===== config.mk =====
export PLATFORM = sky130hd
export DESIGN_NAME = date_add_months_expiry_check_core
export DESIGN_NICKNAME = d
export VERILOG_FILES = /design/src/rtl/dam_pkg.sv /design/src/rtl/dam_month_add.sv /design/src/rtl/dam_day_roll.sv /design/src/rtl/dam_expiry_cmp.sv /design/src/rtl/date_add_months_expiry_check_core.sv
export SDC_FILE = /design/constraint.sdc
export NUM_CORES = 1
export LEC_CHECK = 0
export ABC_AREA = 1
export BUFFER_PORTS_ARGS = -buffer_cell sky130_fd_sc_hd__buf_2
export CORE_MARGIN = 2
export CORE_UTILIZATION = 30
export CTS_CLUSTER_SIZE = 28
export DETAILED_ROUTE_END_ITERATION = 7
export GPL_ROUTABILITY_DRIVEN = 0
export SLEW_MARGIN = 40
export SYNTH_ARGS = -nofsm -noshare
export SYNTH_HDL_FRONTEND = slang
export SYNTH_SLANG_ARGS = --single-unit

===== constraint.sdc =====
create_clock -name clk -period 5.6 [get_ports clk]
set_clock_uncertainty 0.1 [all_clocks]
set_input_delay 1.12 -clock clk [delete_from_list [all_inputs] [get_ports clk]]
set_output_delay 1.12 -clock clk [all_outputs]
set_load 0.05 [all_outputs]

===== src/rtl/dam_pkg.sv =====
// ----------------------------------------------------------------------------
// dam_pkg
// Shared types, constants and calendar functions for the expiry date pipeline.
// ----------------------------------------------------------------------------
package dam_pkg;

	localparam int DayW   = 5;
	localparam int MonthW = 4;
	localparam int YearW  = 14;
	localparam int ShelfW = 12;
	localparam int CfgW   = 14;

	// Reciprocals for division by 12 and by 100. They are exact over the input ranges.
	localparam logic [11:0] Recip12  = 12'd2731;
	localparam int          Shift12  = 15;
	localparam logic [13:0] Recip100 = 14'd10486;
	localparam int          Shift100 = 20;

	localparam logic [MonthW-1:0] MonthsPerYear = 4'd12;
	localparam logic [YearW-1:0]  YearMax       = 14'd9999;

	localparam logic [MonthW-1:0] MonthFeb = 4'd2;
	localparam logic [MonthW-1:0] MonthApr = 4'd4;
	localparam logic [MonthW-1:0] MonthJun = 4'd6;
	localparam logic [MonthW-1:0] MonthSep = 4'd9;
	localparam logic [MonthW-1:0] MonthNov = 4'd11;

	localparam logic [DayW-1:0] LenFebCommon = 5'd28;
	localparam logic [DayW-1:0] LenFebLeap   = 5'd29;
	localparam logic [DayW-1:0] LenShort     = 5'd30;
	localparam logic [DayW-1:0] LenLong      = 5'd31;

	typedef enum logic [1:0] {
		REG_TODAY_DAY   = 2'd0,
		REG_TODAY_MONTH = 2'd1,
		REG_TODAY_YEAR  = 2'd2
	} dam_reg_t;

	typedef struct packed {
		logic [DayW-1:0]   day;
		logic [MonthW-1:0] month;
		logic [YearW-1:0]  year;
	} dam_date_t;

	typedef struct packed {
		dam_date_t         date;
		logic [ShelfW-1:0] shelf;
	} dam_item_t;

	typedef struct packed {
		logic      ok;
		dam_date_t date;
	} dam_res_t;

	// The quotient y / 100 comes in precomputed; y % 400 is zero when both
	// y % 100 and (y / 100) % 4 are zero.
	function automatic logic is_leap(input logic [YearW-1:0] y, input logic [7:0] q100);
		logic [YearW:0] r100;
		r100 = {1'b0, y} - (15'(q100) * 15'd100);
		return ((y[1:0] == 2'd0) && (r100 != '0)) || ((r100 == '0) && (q100[1:0] == 2'd0));
	endfunction

	function automatic logic [DayW-1:0] month_len(input logic [MonthW-1:0] m, input logic leap);
		logic [DayW-1:0] len;
		if (m == MonthFeb) begin
			len = leap ? LenFebLeap : LenFebCommon;
		end else if (m == MonthApr || m == MonthJun || m == MonthSep || m == MonthNov) begin
			len = LenShort;
		end else begin
			len = LenLong;
		end
		return len;
	endfunction

endpackage


===== src/rtl/dam_month_add.sv =====
// ----------------------------------------------------------------------------
// dam_month_add
// Stages one and two: reciprocal products, date validity check and month add
// with carry of whole years.
// ----------------------------------------------------------------------------
module dam_month_add (
	input  logic              clk,
	input  logic              arst_n,
	input  logic              in_valid,
	output logic              in_ready,
	input  dam_pkg::dam_item_t in_item,
	output logic              out_valid,
	input  logic              out_ready,
	output dam_pkg::dam_res_t  out_res
);
	import dam_pkg::*;

	logic              vld_s1;
	dam_item_t         item_s1;
	logic [23:0]       p12_s1;
	logic [27:0]       p100_s1;
	logic              vld_s2;
	dam_res_t          res_s2;
	logic              rdy_s1;
	logic              rdy_s2;

	logic [8:0]        q12;
	logic [3:0]        r12;
	logic [7:0]        q100;
	logic              leap;
	logic [DayW-1:0]   len;
	logic              ok;
	logic [4:0]        m_sum;
	logic [YearW-1:0]  y_sum;
	dam_res_t          res_d;

	assign rdy_s2   = !vld_s2 || out_ready;
	assign rdy_s1   = !vld_s1 || rdy_s2;
	assign in_ready = rdy_s1;

	always_ff @(posedge clk or negedge arst_n) begin
		if (!arst_n) begin
			vld_s1 <= 1'b0;
			vld_s2 <= 1'b0;
		end else begin
			if (rdy_s1) vld_s1 <= in_valid;
			if (rdy_s2) vld_s2 <= vld_s1;
		end
	end

	always_ff @(posedge clk) begin
		if (rdy_s1 && in_valid) begin
			item_s1 <= in_item;
			p12_s1  <= 24'(in_item.shelf) * 24'(Recip12);
			p100_s1 <= 28'(in_item.date.year) * 28'(Recip100);
		end
		if (rdy_s2 && vld_s1) begin
			res_s2 <= res_d;
		end
	end

	always_comb begin
		q12   = p12_s1[Shift12 +: 9];
		r12   = 4'(item_s1.shelf - (12'(q12) * 12'(MonthsPerYear)));
		q100  = p100_s1[Shift100 +: 8];
		leap  = is_leap(item_s1.date.year, q100);
		len   = month_len(item_s1.date.month, leap);
		ok    = (item_s1.date.year != '0) && (item_s1.date.year <= YearMax) &&
		        (item_s1.date.month != '0) && (item_s1.date.month <= MonthsPerYear) &&
		        (item_s1.date.day != '0) && (item_s1.date.day <= len);
		m_sum = 5'(item_s1.date.month) + 5'(r12);
		y_sum = item_s1.date.year + YearW'(q12);
		res_d.ok       = ok;
		res_d.date.day = item_s1.date.day;
		if (m_sum > 5'(MonthsPerYear)) begin
			res_d.date.month = 4'(m_sum - 5'(MonthsPerYear));
			res_d.date.year  = y_sum + 14'd1;
		end else begin
			res_d.date.month = 4'(m_sum);
			res_d.date.year  = y_sum;
		end
	end

	assign out_valid = vld_s2;
	assign out_res   = res_s2;

endmodule


===== src/rtl/dam_day_roll.sv =====
// ----------------------------------------------------------------------------
// dam_day_roll
// Stages three and four: leap test of the target year and roll of excess days
// into the following month.
// ----------------------------------------------------------------------------
module dam_day_roll (
	input  logic             clk,
	input  logic             arst_n,
	input  logic             in_valid,
	output logic             in_ready,
	input  dam_pkg::dam_res_t in_res,
	output logic             out_valid,
	input  logic             out_ready,
	output dam_pkg::dam_res_t out_res
);
	import dam_pkg::*;

	logic            vld_s3;
	dam_res_t        res_s3;
	logic [27:0]     p100_s3;
	logic            vld_s4;
	dam_res_t        res_s4;
	logic            rdy_s3;
	logic            rdy_s4;

	logic [7:0]      q100;
	logic            leap;
	logic [DayW-1:0] len;
	dam_res_t        res_d;

	assign rdy_s4   = !vld_s4 || out_ready;
	assign rdy_s3   = !vld_s3 || rdy_s4;
	assign in_ready = rdy_s3;

	always_ff @(posedge clk or negedge arst_n) begin
		if (!arst_n) begin
			vld_s3 <= 1'b0;
			vld_s4 <= 1'b0;
		end else begin
			if (rdy_s3) vld_s3 <= in_valid;
			if (rdy_s4) vld_s4 <= vld_s3;
		end
	end

	always_ff @(posedge clk) begin
		if (rdy_s3 && in_valid) begin
			res_s3  <= in_res;
			p100_s3 <= 28'(in_res.date.year) * 28'(Recip100);
		end
		if (rdy_s4 && vld_s3) begin
			res_s4 <= res_d;
		end
	end

	// December has 31 days, so a roll never moves past the end of the year.
	always_comb begin
		q100  = p100_s3[Shift100 +: 8];
		leap  = is_leap(res_s3.date.year, q100);
		len   = month_len(res_s3.date.month, leap);
		res_d = res_s3;
		if (res_s3.date.day > len) begin
			res_d.date.day   = res_s3.date.day - len;
			res_d.date.month = res_s3.date.month + 4'd1;
		end
	end

	assign out_valid = vld_s4;
	assign out_res   = res_s4;

endmodule


===== src/rtl/dam_expiry_cmp.sv =====
// ----------------------------------------------------------------------------
// dam_expiry_cmp
// Stage five: comparison with today's date and clearing of invalid results.
// ----------------------------------------------------------------------------
module dam_expiry_cmp (
	input  logic              clk,
	input  logic              arst_n,
	input  dam_pkg::dam_date_t today,
	input  logic              in_valid,
	output logic              in_ready,
	input  dam_pkg::dam_res_t  in_res,
	output logic              out_valid,
	input  logic              out_ready,
	output dam_pkg::dam_res_t  out_res,
	output logic              out_in_date
);
	import dam_pkg::*;

	logic     vld_s5;
	dam_res_t res_s5;
	logic     in_date_s5;
	logic     rdy_s5;

	assign rdy_s5   = !vld_s5 || out_ready;
	assign in_ready = rdy_s5;

	always_ff @(posedge clk or negedge arst_n) begin
		if (!arst_n) begin
			vld_s5 <= 1'b0;
		end else if (rdy_s5) begin
			vld_s5 <= in_valid;
		end
	end

	// Concatenating year, month and day, in that order, makes one compare an
	// ordering on the whole date.
	always_ff @(posedge clk) begin
		if (rdy_s5 && in_valid) begin
			if (in_res.ok) begin
				res_s5     <= in_res;
				in_date_s5 <= {in_res.date.year, in_res.date.month, in_res.date.day} >=
				              {today.year, today.month, today.day};
			end else begin
				res_s5     <= '0;
				in_date_s5 <= 1'b0;
			end
		end
	end

	assign out_valid   = vld_s5;
	assign out_res     = res_s5;
	assign out_in_date = in_date_s5;

endmodule


===== src/rtl/date_add_months_expiry_check_core.sv =====
// ----------------------------------------------------------------------------
// date_add_months_expiry_check_core
// Adds a shelf life in months to a production date and checks the expiry
// date against today's date.
// ----------------------------------------------------------------------------
// The core takes one beat per clock cycle while the output is not stalled
// and returns one result beat for each input beat, in order. Each beat
// passes through five pipeline stages: reciprocal products, validity check
// with month add, leap product of the target year, day roll, and the final
// comparison. An invalid production date gives a zero date with both flags
// clear. The user must write today's date through the configuration port
// only while no beat is in flight; the core itself does not enforce this.
module date_add_months_expiry_check_core (
	input  logic                     clk,
	input  logic                     arst_n,
	input  logic                     cfg_wr_en,
	input  logic [1:0]               cfg_idx,
	input  logic [dam_pkg::CfgW-1:0] cfg_wr_data,
	input  logic                     s_axis_tvalid,
	output logic                     s_axis_tready,
	// prod_day[4:0], prod_month[8:5], prod_year[22:9], shelf_months[34:23], zero pad
	input  logic [39:0]              s_axis_tdata,
	output logic                     m_axis_tvalid,
	input  logic                     m_axis_tready,
	// exp_day[4:0], exp_month[8:5], exp_year[22:9], in_date[23]
	output logic [23:0]              m_axis_tdata,
	// date_ok[0]
	output logic                     m_axis_tuser
);
	import dam_pkg::*;

	dam_date_t today_q;
	dam_item_t in_item;
	logic      add_valid;
	logic      add_ready;
	dam_res_t  add_res;
	logic      roll_valid;
	logic      roll_ready;
	dam_res_t  roll_res;
	dam_res_t  fin_res;
	logic      fin_in_date;

	always_ff @(posedge clk or negedge arst_n) begin
		if (!arst_n) begin
			today_q.day   <= 5'd1;
			today_q.month <= 4'd1;
			today_q.year  <= 14'd2001;
		end else if (cfg_wr_en) begin
			unique case (cfg_idx)
				REG_TODAY_DAY:   today_q.day   <= cfg_wr_data[DayW-1:0];
				REG_TODAY_MONTH: today_q.month <= cfg_wr_data[MonthW-1:0];
				REG_TODAY_YEAR:  today_q.year  <= cfg_wr_data[YearW-1:0];
				default: ;
			endcase
		end
	end

	assign in_item.date.day   = s_axis_tdata[4:0];
	assign in_item.date.month = s_axis_tdata[8:5];
	assign in_item.date.year  = s_axis_tdata[22:9];
	assign in_item.shelf      = s_axis_tdata[34:23];

	dam_month_add u_month_add (
		.clk       (clk),
		.arst_n    (arst_n),
		.in_valid  (s_axis_tvalid),
		.in_ready  (s_axis_tready),
		.in_item   (in_item),
		.out_valid (add_valid),
		.out_ready (add_ready),
		.out_res   (add_res)
	);

	dam_day_roll u_day_roll (
		.clk       (clk),
		.arst_n    (arst_n),
		.in_valid  (add_valid),
		.in_ready  (add_ready),
		.in_res    (add_res),
		.out_valid (roll_valid),
		.out_ready (roll_ready),
		.out_res   (roll_res)
	);

	dam_expiry_cmp u_expiry_cmp (
		.clk         (clk),
		.arst_n      (arst_n),
		.today       (today_q),
		.in_valid    (roll_valid),
		.in_ready    (roll_ready),
		.in_res      (roll_res),
		.out_valid   (m_axis_tvalid),
		.out_ready   (m_axis_tready),
		.out_res     (fin_res),
		.out_in_date (fin_in_date)
	);

	assign m_axis_tdata = {fin_in_date, fin_res.date.year, fin_res.date.month, fin_res.date.day};
	assign m_axis_tuser = fin_res.ok;

endmodule

==> run summary <==
CP max stage delay -> 0.48 ns
HP Class -> flop to flop
WL final -> 42400 µm
Area Overhead vs Synth -> 11.5%
FILL cells -> 7148
Synth top area cells -> ha_1 24%, edfxtp_1 22%, fa_1 17%, inv_1 11%, nand2_1 7.6%
Final min period -> 5.27 ns
Pins over their slew limit -> 0
Largest net degree at the start of global routing -> 45
Critical Path RT -> 5.70 ns
Top cell type's share of synthesized area -> 24.1%
Reg2Reg Setup Slack -> 0.33 ns
Die height -> 267 µm
Critical Path End Type -> flop
Met3 Track Usage GR -> 1.88%
Status -> completed
Via-to-Cell Ratio -> 4.36
Clk_lat worst skew -> 0.45 ns
Setup tns final -> 0 ns
Die Wd -> 267 µm
Pre-Repair DR Iteration Count -> 5
Synthesized flop and latch total -> 177
Most used DFF post-synth -> edfxtp_1
CTS tree -> built
First-pass GRT wire length -> 73500 µm
Clock sink total -> 177
CP startpoint -> u_day_roll.p100_s3[23]
Global routing usage on met1 -> 15.9%
Most frequent CP cell -> nand2_1
Placed wire-length estimate -> 36300 µm
Initial Util -> 30.3%
First-iteration detailed-routing DRC count -> 749
Synth warn -> 0
Root Driver -> clkbuf_16
Synth unique cells -> 44
Max-cap viol count -> 0
Reg-to-reg endpoint -> u_day_roll.out_res[16]
R2R depth -> 32
Io pins -> 88
Clock slew at reported path FFs -> 0.07 ns
IO Port Bufs -> 82
Max FO, Critical Path -> 4
Worst-Margin Slew -> 0.708 ns
Top-count cell post-synth -> inv_1
Synth cell count leaders -> 598 x inv_1, 421 x nand2_1, 401 x ha_1, 175 x fa_1, 149 x edfxtp_1
Grt met2 use -> 22.9%
Mapped Cells -> 2349
Post-synth EDFFs -> 149
Placed Instances -> 3371
Gr ovfl total -> 0
Hold Vio Cnt, Final -> 0
Final setup fails -> 0
End-of-flow core utilization -> 33.8%
Nets -> 3102
Share of layout cells above drive strength 1 -> 7.43%
Finished layout cell area -> 0.0232 mm²
Crit path arrival time -> 5.36 ns
Vias in the first global route -> 15510
Net Count, Synth -> 2986
Synth area leader -> ha_1
Max Buffers Root-to-Sink -> 2
CP endpoint -> u_day_roll.out_res[16]
# rows -> 96
Synth Cell Area -> 0.0208 mm²
Core footprint -> 0.0686 mm²
Register area share after synthesis -> 25.0%
Num CTS Buffers -> 17
Syn avg cell area -> 8.85 µm²
Placed Area -> 0.0225 mm²
Die area -> 0.0714 mm²
Via count -> 14873
Fin cells -> 3410
Setup CP Type -> flop to flop
GRT Util Overall -> 12.6%
Slowest-stage cell, CP -> fa_1
Fraction of registers with async set/reset -> 15.8%
H-tree levels -> 4
Max-Slew Margin vs Limit -> 52.8%
Routed Antenna Nets -> 0
CP startpoint kind -> flop
Initial antenna violation count -> 2
Reg-to-Reg Start -> u_day_roll.p100_s3[23]
DRC -> 0
Wire per inst -> 12.4 µm
Tcrit/Tclk final -> 94.0%
Busiest metal layer after global routing -> met2
Fmax -> 190 MHz
-- registers in the layout, summed over array words and instances (netlist names) --
name,flops
u_day_roll.res_d,15
u_expiry_cmp.out_valid,1
u_day_roll.out_res,24
u_month_add.item_s1,26
u_month_add.out_res,24
u_expiry_cmp.out_in_date,1
today_q,23
u_month_add.p12_s1,10
u_day_roll.vld_s3,1
u_month_add.p100_s1,8
u_month_add.vld_s1,1
u_day_roll.res_s3,9
u_day_roll.p100_s3,8
u_expiry_cmp.out_res,24
u_month_add.out_valid,1
u_day_roll.out_valid,1
-- cells in the final DEF, fill, tap and decap left out, drive strengths merged, types with 16 or more instances in the layout --
cell type and instances:
fa 175, xor2 43, o21ai 60, a21oi 106, xnor2 16, inv 605, nor2 120, clkbuf 18
edfxtp 149, buf 102, nand3 91, nand2 426, ha 401, nand4 24, nor3 19, dfrtp 19
-- what timing repair did --
item	in CTS	in global routing
buffers inserted	0	5
hold buffers	0	0
resized for setup	1	17
setup endpoints to repair	1	9
pin swaps	0	18
-- how the worst min path moves through the flow --
stage,start,end,cells past startpoint
6_report,u_month_add.out_res[20],u_day_roll.res_s3[20],0
5_1_grt,u_month_add.out_res[20],u_day_roll.res_s3[20],0
4_1_cts,u_month_add.out_res[23],u_day_roll.res_d[23],0
3_5_place_dp,u_month_add.out_res[23],u_day_roll.res_d[23],0
3_3_place_gp,u_month_add.out_res[17],u_day_roll.res_s3[17],0
2_1_floorplan,u_day_roll.res_d[23],u_day_roll.out_res[23],0
-- metal layers --
layer  vias up  wire length [µm]  share of wire (%)
li1       7725                 -                  -
met1      6926             20100                 47
met2       184             20700                 49
met3        36              1050                2.5
met4         2               509                1.2
met5         -                16              0.038
-- layout make-up --
class | instances | area (µm²) | area share [%]
flip-flops and latches | 177 | 5190 | 22.4
repair buffers | 102 | 564 | 2.44
inverters | 598 | 2240 | 9.69
clock inverters | 14 | 146 | 0.632
clock buffers | 18 | 429 | 1.85
diodes | 1 | 2.50 | 0.0108
well taps | 931 | 1160 | 5.03
multi-input cells | 1569 | 13400 | 58.0
-- logic make-up (layout without fill, tap and decap cells) --
group / count (synthesis) / in the layout / synth area share [%]
xor gates and xnor gates: 59 / 59 / 2.59
AOI/OAI and AO/OA: 232 / 232 / 6.35
buffers and inverters: 603 / 732 / 10.9
DFF: 177 / 177 / 25.0
and+or+nand+nor: 702 / 702 / 14.2
other: 0 / 1 / 0
adders and majority gates: 576 / 576 / 41.0
-- metrics by stage --
step / worst slack [ns] / hold WS (ns)
after floorplan: 0.381 / 0.300
after global placement: 0.0429 / 0.305
after detailed placement: 0.0115 / 0.311
after CTS: 0.0497 / 0.330
after global routing: -0.0713 / 0.337
final: 0.334 / 0.325
-- critical path: cells and delay by family, from the launching register on --
family                     cells  cell delay, ns
xor gates and xnor gates       2            0.30
DFF                            1            0.43
buffers and inverters          5            0.51
adders and majority gates      6            1.93
and+or+nand+nor               11            0.93
AOI/OAI and AO/OA              8            0.82
Power is left out: the tool's default activity adds up to more than one toggle a clock period on the data nets, which glitch-free logic cannot reach.
